===== config.mk =====
export PLATFORM = sky130hd
export DESIGN_NAME = half_bfloat_single_converter_flat
export DESIGN_NICKNAME = d
export VERILOG_FILES = /design/src/hbsc_pkg.sv /design/src/hbsc_if.sv /design/src/hbsc_convert.sv /design/src/half_bfloat_single_converter.sv /design/src/flat_wrapper.sv
export SDC_FILE = /design/constraint.sdc
export NUM_CORES = 1
export LEC_CHECK = 0
export BUFFER_PORTS_ARGS = -buffer_cell sky130_fd_sc_hd__buf_4
export CAP_MARGIN = 40
export CORE_ASPECT_RATIO = 1.2
export CORE_MARGIN = 3
export CORE_UTILIZATION = 36
export CTS_BUF_LIST = sky130_fd_sc_hd__clkbuf_4 sky130_fd_sc_hd__clkbuf_8
export DETAILED_ROUTE_END_ITERATION = 8
export PLACE_DENSITY = 0.66
export REMOVE_ABC_BUFFERS = 1
export SLEW_MARGIN = 20
export SYNTH_ARGS = -nofsm -noshare
export SYNTH_HDL_FRONTEND = slang
export SYNTH_SLANG_ARGS = --single-unit

===== constraint.sdc =====
create_clock -name clk -period 4.2 [get_ports clk]
set_clock_uncertainty 0.15 [all_clocks]
set_input_delay 0.84 -clock clk [delete_from_list [all_inputs] [get_ports clk]]
set_output_delay 0.84 -clock clk [all_outputs]
set_load 0.02 [all_outputs]

===== src/hbsc_pkg.sv =====
// ----------------------------------------------------------------------------
// hbsc_pkg: shared types and constants for the half/bfloat/single converter
// Operation codes and field widths used by all converter files.
// ----------------------------------------------------------------------------
`default_nettype none
package hbsc_pkg;
  localparam int unsigned OpW   = 2;
  localparam int unsigned WordW = 32;

  typedef enum logic [OpW-1:0] {
    OP_HALF_TO_SINGLE = 2'd0,
    OP_SINGLE_TO_HALF = 2'd1,
    OP_BF16_TO_SINGLE = 2'd2,
    OP_SINGLE_TO_BF16 = 2'd3
  } op_t;
endpackage
`default_nettype wire


===== src/hbsc_if.sv =====
// ----------------------------------------------------------------------------
// hbsc_in_if / hbsc_out_if: valid/ready channels of the converter
// Input carries operation and operand; output carries the result word.
// ----------------------------------------------------------------------------
`default_nettype none
interface hbsc_in_if;
  logic                            valid;
  logic                            ready;
  logic [hbsc_pkg::OpW-1:0]        operation;
  logic [hbsc_pkg::WordW-1:0]      operand_bits;
  modport source (output valid, output operation, output operand_bits, input ready);
  modport sink   (input valid, input operation, input operand_bits, output ready);
endinterface

interface hbsc_out_if;
  logic                            valid;
  logic                            ready;
  logic [hbsc_pkg::WordW-1:0]      result_bits;
  modport source (output valid, output result_bits, input ready);
  modport sink   (input valid, input result_bits, output ready);
endinterface
`default_nettype wire


===== src/hbsc_convert.sv =====
// ----------------------------------------------------------------------------
// hbsc_convert: combinational format conversion
// Computes the result word for one operation code and operand.
// ----------------------------------------------------------------------------
`default_nettype none
module hbsc_convert (
  input  wire logic [hbsc_pkg::OpW-1:0]   operation,
  input  wire logic [hbsc_pkg::WordW-1:0] operand_bits,
  output logic      [hbsc_pkg::WordW-1:0] result_bits
);
  logic [31:0] h2s, s2h, b2s, s2b;
  logic [3:0]  lead;
  logic [9:0]  hman, nman;
  logic [4:0]  hex;
  logic [7:0]  sex;
  logic [22:0] sman;
  logic [23:0] full;
  logic [31:0] rsum;
  logic [4:0]  shamt;

  // half to single; subnormals normalized by leading-one position
  always_comb begin
    hex  = operand_bits[14:10];
    hman = operand_bits[9:0];
    lead = 4'd0;
    for (int i = 0; i < 10; i++) begin
      if (hman[i]) lead = 4'(i);
    end
    nman = 10'(hman << (4'd10 - lead));
    if (hex == 5'd0) begin
      if (hman == 10'd0) h2s = {operand_bits[15], 31'd0};
      else h2s = {operand_bits[15], 8'(8'd103 + {4'd0, lead}), nman, 13'd0};
    end else if (hex == 5'd31) begin
      h2s = {operand_bits[15], 8'hFF, hman, 13'd0};
    end else begin
      h2s = {operand_bits[15], 8'({3'd0, hex} + 8'd112), hman, 13'd0};
    end
  end

  // single to half; truncating
  always_comb begin
    sex   = operand_bits[30:23];
    sman  = operand_bits[22:0];
    full  = {1'b1, sman};
    shamt = 5'(8'd126 - sex);
    s2h   = {16'd0, operand_bits[31], 15'd0};
    if (sex == 8'hFF) begin
      s2h[14:0] = {5'h1F, (sman != 23'd0), 9'd0};
    end else if (sex > 8'd142) begin
      s2h[14:0] = 15'h7C00;
    end else if (sex < 8'd113) begin
      if (sex >= 8'd102) s2h[14:0] = 15'(full >> shamt);
    end else begin
      s2h[14:0] = {5'(sex - 8'd112), sman[22:13]};
    end
  end

  // bfloat16 paths
  assign b2s  = {operand_bits[15:0], 16'd0};
  assign rsum = operand_bits + {31'd0, operand_bits[16]} + 32'h7FFF;
  assign s2b  = {16'd0, rsum[31:16]};

  always_comb begin
    case (operation)
      hbsc_pkg::OP_HALF_TO_SINGLE: result_bits = h2s;
      hbsc_pkg::OP_SINGLE_TO_HALF: result_bits = s2h;
      hbsc_pkg::OP_BF16_TO_SINGLE: result_bits = b2s;
      default:                     result_bits = s2b;
    endcase
  end
endmodule
`default_nettype wire


===== src/half_bfloat_single_converter.sv =====
// Path: an accepted item enters the input register, then moves to the result register, which drives the output.
// Throughput: one item per cycle while the output is ready; the conversion logic sits between the two regs.
// Stall: each register stage holds its item while the stage after it is full and cannot take it.
// Reset: rst_n synchronous active low clears both valid flags; no other state.
// ----------------------------------------------------------------------------
// half_bfloat_single_converter: top level of the format converter
// Input register, conversion logic, result register with valid/ready.
// ----------------------------------------------------------------------------
`default_nettype none
module half_bfloat_single_converter (
  input  wire logic   clk,
  input  wire logic   rst_n,
  hbsc_in_if.sink     in_ch,
  hbsc_out_if.source  out_ch
);
  logic                           s1_vld_r;
  logic [hbsc_pkg::OpW-1:0]       s1_op_r;
  logic [hbsc_pkg::WordW-1:0]     s1_opnd_r;
  logic                           s2_vld_r;
  logic [hbsc_pkg::WordW-1:0]     s2_res_r;
  logic [hbsc_pkg::WordW-1:0]     res_nxt;
  logic                           s2_load, s1_load;

  assign s2_load     = s1_vld_r && (!s2_vld_r || out_ch.ready);
  assign s1_load     = !s1_vld_r || s2_load;
  assign in_ch.ready = s1_load;

  // input register
  always_ff @(posedge clk) begin
    if (!rst_n) begin
      s1_vld_r <= 1'b0;
    end else if (s1_load) begin
      s1_vld_r <= in_ch.valid;
    end
    if (s1_load) begin
      s1_op_r   <= in_ch.operation;
      s1_opnd_r <= in_ch.operand_bits;
    end
  end

  hbsc_convert u_conv (
    .operation    (s1_op_r),
    .operand_bits (s1_opnd_r),
    .result_bits  (res_nxt)
  );

  // result register
  always_ff @(posedge clk) begin
    if (!rst_n) begin
      s2_vld_r <= 1'b0;
    end else if (s2_load) begin
      s2_vld_r <= 1'b1;
    end else if (out_ch.ready) begin
      s2_vld_r <= 1'b0;
    end
    if (s2_load) s2_res_r <= res_nxt;
  end

  assign out_ch.valid       = s2_vld_r;
  assign out_ch.result_bits = s2_res_r;
endmodule
`default_nettype wire


===== src/flat_wrapper.sv =====
// flat-port wrapper written by rule: the top's interface ports become plain ports
module half_bfloat_single_converter_flat 
  (clk, rst_n, in_ch_valid, in_ch_operation, in_ch_operand_bits, in_ch_ready, out_ch_valid, out_ch_result_bits, out_ch_ready);
  hbsc_in_if in_ch_i ();
  hbsc_out_if out_ch_i ();
  input  wire logic clk;
  input  wire logic rst_n;
  input wire logic [$bits(in_ch_i.valid)-1:0] in_ch_valid;
  input wire logic [$bits(in_ch_i.operation)-1:0] in_ch_operation;
  input wire logic [$bits(in_ch_i.operand_bits)-1:0] in_ch_operand_bits;
  output wire logic [$bits(in_ch_i.ready)-1:0] in_ch_ready;
  output wire logic [$bits(out_ch_i.valid)-1:0] out_ch_valid;
  output wire logic [$bits(out_ch_i.result_bits)-1:0] out_ch_result_bits;
  input wire logic [$bits(out_ch_i.ready)-1:0] out_ch_ready;
  assign in_ch_i.valid = in_ch_valid;
  assign in_ch_i.operation = in_ch_operation;
  assign in_ch_i.operand_bits = in_ch_operand_bits;
  assign in_ch_ready = in_ch_i.ready;
  assign out_ch_valid = out_ch_i.valid;
  assign out_ch_result_bits = out_ch_i.result_bits;
  assign out_ch_i.ready = out_ch_ready;
  half_bfloat_single_converter u_core (.clk(clk), .rst_n(rst_n), .in_ch(in_ch_i), .out_ch(out_ch_i));
endmodule

==> flow_metrics.py <==
metrics = {
    "outcome": {
        "outcome": "finished clean",
    },
    "synth": {
        "ys.warnings.count": 0,
        "yosysUniqueCellTypes": 64,
        "ys_seq_area_share_pct": 42.2,
        "ys_async_sr_fraction_pct": 0,
        "post_synth_inst_count": 502,
        "synth.ff_latch_count": 68,
        "synth_edf_count": 66,
        "netlist_area_um2": 4790,
        "synth_ff_type": "edfxtp_1",
        "syn_avg_cell_area_um2": 9.55,
    },
    "timing": {
        "period_share_pct": 75.5,
        "final_max_slew_viol_count": 0,
        "rsz0062_at_grt": "no",
        "fmax_mhz": 316,
        "hold_viol": 0,
        "period_minus_slack_ps": 3170,
        "hold_slack_ps": 365,
        "setup_tns_ps": 0,
        "slew_headroom_pct": 42.5,
        "setup_viol": 0,
        "tightest_slew_ps": 862,
    },
    "clock_network": {
        "htree_num_levels": 3,
        "clockBufferDepth": 2,
        "path_clk_slew_ps": 80,
        "cts_setup_buffers": 0,
        "ctsHoldBuffers": 0,
        "cts_tree": "done",
        "clk_latency_ps": 360,
        "post_cts_resized": 0,
        "cts_made_buffers": 9,
        "cts_root_buffer": "clkbuf_8",
        "clock_sinks": 68,
    },
    "pwr": {
        "netSwitchingFraction_pct": 31.2,
        "p_seq_share_pct": 46.1,
        "peakVddDrop_mv": 0.144,
        "p_leak_nw": 2.10,
        "pwr-share-clk_pct": 31.3,
        "combPwrFrac_pct": 22.6,
        "p_int_mw": 1.27,
        "power_density_nw_per_um2": 329,
        "p_sw_mw": 0.578,
    },
    "routing": {
        "drtIter0Drc": 447,
        "wl_per_cell_um": 20.6,
        "viasPerCell": 6.10,
        "wl_mm": 14.8,
        "drt_drc_violations_left": 0,
        "drt-pass1-iter-count": 7,
        "vias": 4398,
        "ant_nets": 0,
    },
    "global_route": {
        "use_met1_pct": 28.5,
        "grt_max_degree": 35,
        "grt_overflow": 0,
        "grt_pass1_wl_mm": 23.0,
        "grt-busiest-layer": "met2",
        "grt_pass1_vias": 4062,
        "grt_usage_pct": 19.8,
        "antenna_found_initial": 0,
        "met2_usage_pct": 30.6,
        "grtUsageMet3_pct": 2.89,
    },
    "finish": {
        "finalNetCount": 593,
        "layout_common_cells": "buf_4, nand2_1, edfxtp_1",
        "final_core_util_pct": 43.9,
        "area_growth_pct": 17.5,
        "num_antenna_cells": 0,
        "drive_gt1_share_pct": 22.1,
        "final_common_cell": "buf_4",
    },
    "floorplan": {
        "die_area_um2": 14700,
        "fp.dieW_um": 111,
        "rows": 45,
        "core_area_um2": 12800,
        "die_y_um": 132,
        "ios": 72,
        "initial_utilization_pct": 37.3,
    },
    "placement": {
        "port_buffers": 71,
        "gp_congestion": 0.944,
        "place_hpwl_mm": 10.9,
    },
    "worst_setup_path": {
        "crit_buf_inv": 2,
        "critical_path_class": "register to register",
        "endpoint_kind": "register",
        "cpMostUsedCell": "mux2_2",
        "cp_top_family": "multiplexers",
        "crit_fanout": 25,
        "r2r_cells": 9,
        "arrival_ps": 3120,
        "worstSetupPathDepth": 9,
        "start_kind": "register",
        "path_cells": "inv_1, ha_1, buf_4, mux2_2, mux2_2, mux2i_1, nor2_1, a2111oi_0, a211oi_1",
        "worstPathRequired_ps": 4150,
        "critPathSlowestCell": "edfxtp_1",
        "critPathMaxStageDelay_ps": 520,
    },
    "min_path": {
        "hold_path_depth": 1,
        "hp-class": "register to register",
    },
    "run": {
        "drv_cap": 0,
    },
}
[power by group through the flow]
| stage | Sequential, mW | Combinational, mW | Clock [mW] |
|---|---|---|---|
| global placement | 0.866 | 0.416 | 0 |
| detailed placement | 0.866 | 0.412 | 0 |
| floorplan | 0.875 | 0.239 | 0 |
| global route | 0.859 | 0.454 | 0.621 |
| finish | 0.853 | 0.419 | 0.579 |
| CTS | 0.851 | 0.414 | 0.593 |
[routing by layer]
metal / wire, um / up-vias
met2: 6890 / 262
met5: 0 / -
met4: 295 / 0
met1: 6450 / 2108
li1: - / 2003
met3: 1200 / 25
[logic make-up after synthesis]
logic type	count (synthesis)	share of synthesized area, %
AO/OA/AOI/OAI	134	18.7
adder cells (fa/ha/maj)	3	0.783
multiplexers	44	12.0
flip-flops	68	42.2
AND/OR/NAND/NOR	179	17.7
XOR/XNOR	18	3.68
buffers and inverters	56	4.93
[area by class of cell]
class	instances	area, um2
fillers	1288	7200
repair buffers	81	606
clock buffers	11	151
well taps	164	205
flip-flops and latches	68	2020
clock inverters	5	60.1
multi-input cells	378	2540
inverters	14	52.6
[metrics by stage]
step | std cells | power [mW] | worst slack (ps) | area [um2]
2_1_floorplan | 460 | 1.11 | 376 | 4610
3_3_place_gp | 702 | 1.28 | 1020 | 5400
3_5_place_dp | 704 | 1.28 | 1010 | 5420
4_1_cts | 720 | 1.86 | 993 | 5630
5_1_grt | 721 | 1.93 | 590 | 5630
6_report | 721 | 1.85 | 1030 | 5630
[state kept, by name, indices dropped and copies added, names as in the netlist]
name and cells:
u_core.s1_op_r 2, u_core.out_ch.valid 1, u_core.out_ch.result_bits 32, u_core.s1_vld_r 1, u_core.s1_opnd_r 32
[cell usage after synthesis (3+ instances only)]
library cell / instances / share of area [%]
nand3_1: 18 / 1.9
a2111oi_0: 3 / 0.55
ha_1: 3 / 0.78
o32ai_1: 3 / 0.55
a211oi_1: 5 / 0.78
buf_4: 5 / 0.78
and2_1: 4 / 0.52
nand2_1: 68 / 5.3
o211ai_1: 9 / 1.4
buf_2: 6 / 0.63
a32oi_1: 3 / 0.55
edfxtp_1: 66 / 41
a221oi_1: 7 / 1.3
o22ai_1: 9 / 1.2
mux2_2: 8 / 1.9
nor3_1: 13 / 1.4
nand2b_1: 3 / 0.39
a21oi_1: 38 / 4.0
clkbuf_1: 30 / 2.3
nor2b_1: 10 / 1.3
o21ai_0: 21 / 2.2
and3_1: 6 / 0.78
nand4_1: 8 / 1.0
nor2_1: 34 / 2.7
nor4_1: 4 / 0.52
mux2i_1: 26 / 5.4
mux4_2: 10 / 4.7
xnor2_1: 8 / 1.5
o31ai_1: 5 / 0.78
inv_1: 13 / 1.0
xor2_1: 9 / 1.6
[worst paths after layout]
path,startpoint,slack [ps],endpoint
max,u_core.s1_opnd_r[24],1030,u_core.out_ch.result_bits[10]
min,u_core.s1_vld_r,370,u_core.out_ch.valid
max reg2reg,u_core.s1_opnd_r[24],1030,u_core.out_ch.result_bits[10]
min reg2reg,u_core.s1_vld_r,370,u_core.out_ch.valid
(Power assumes the default switching activity.)
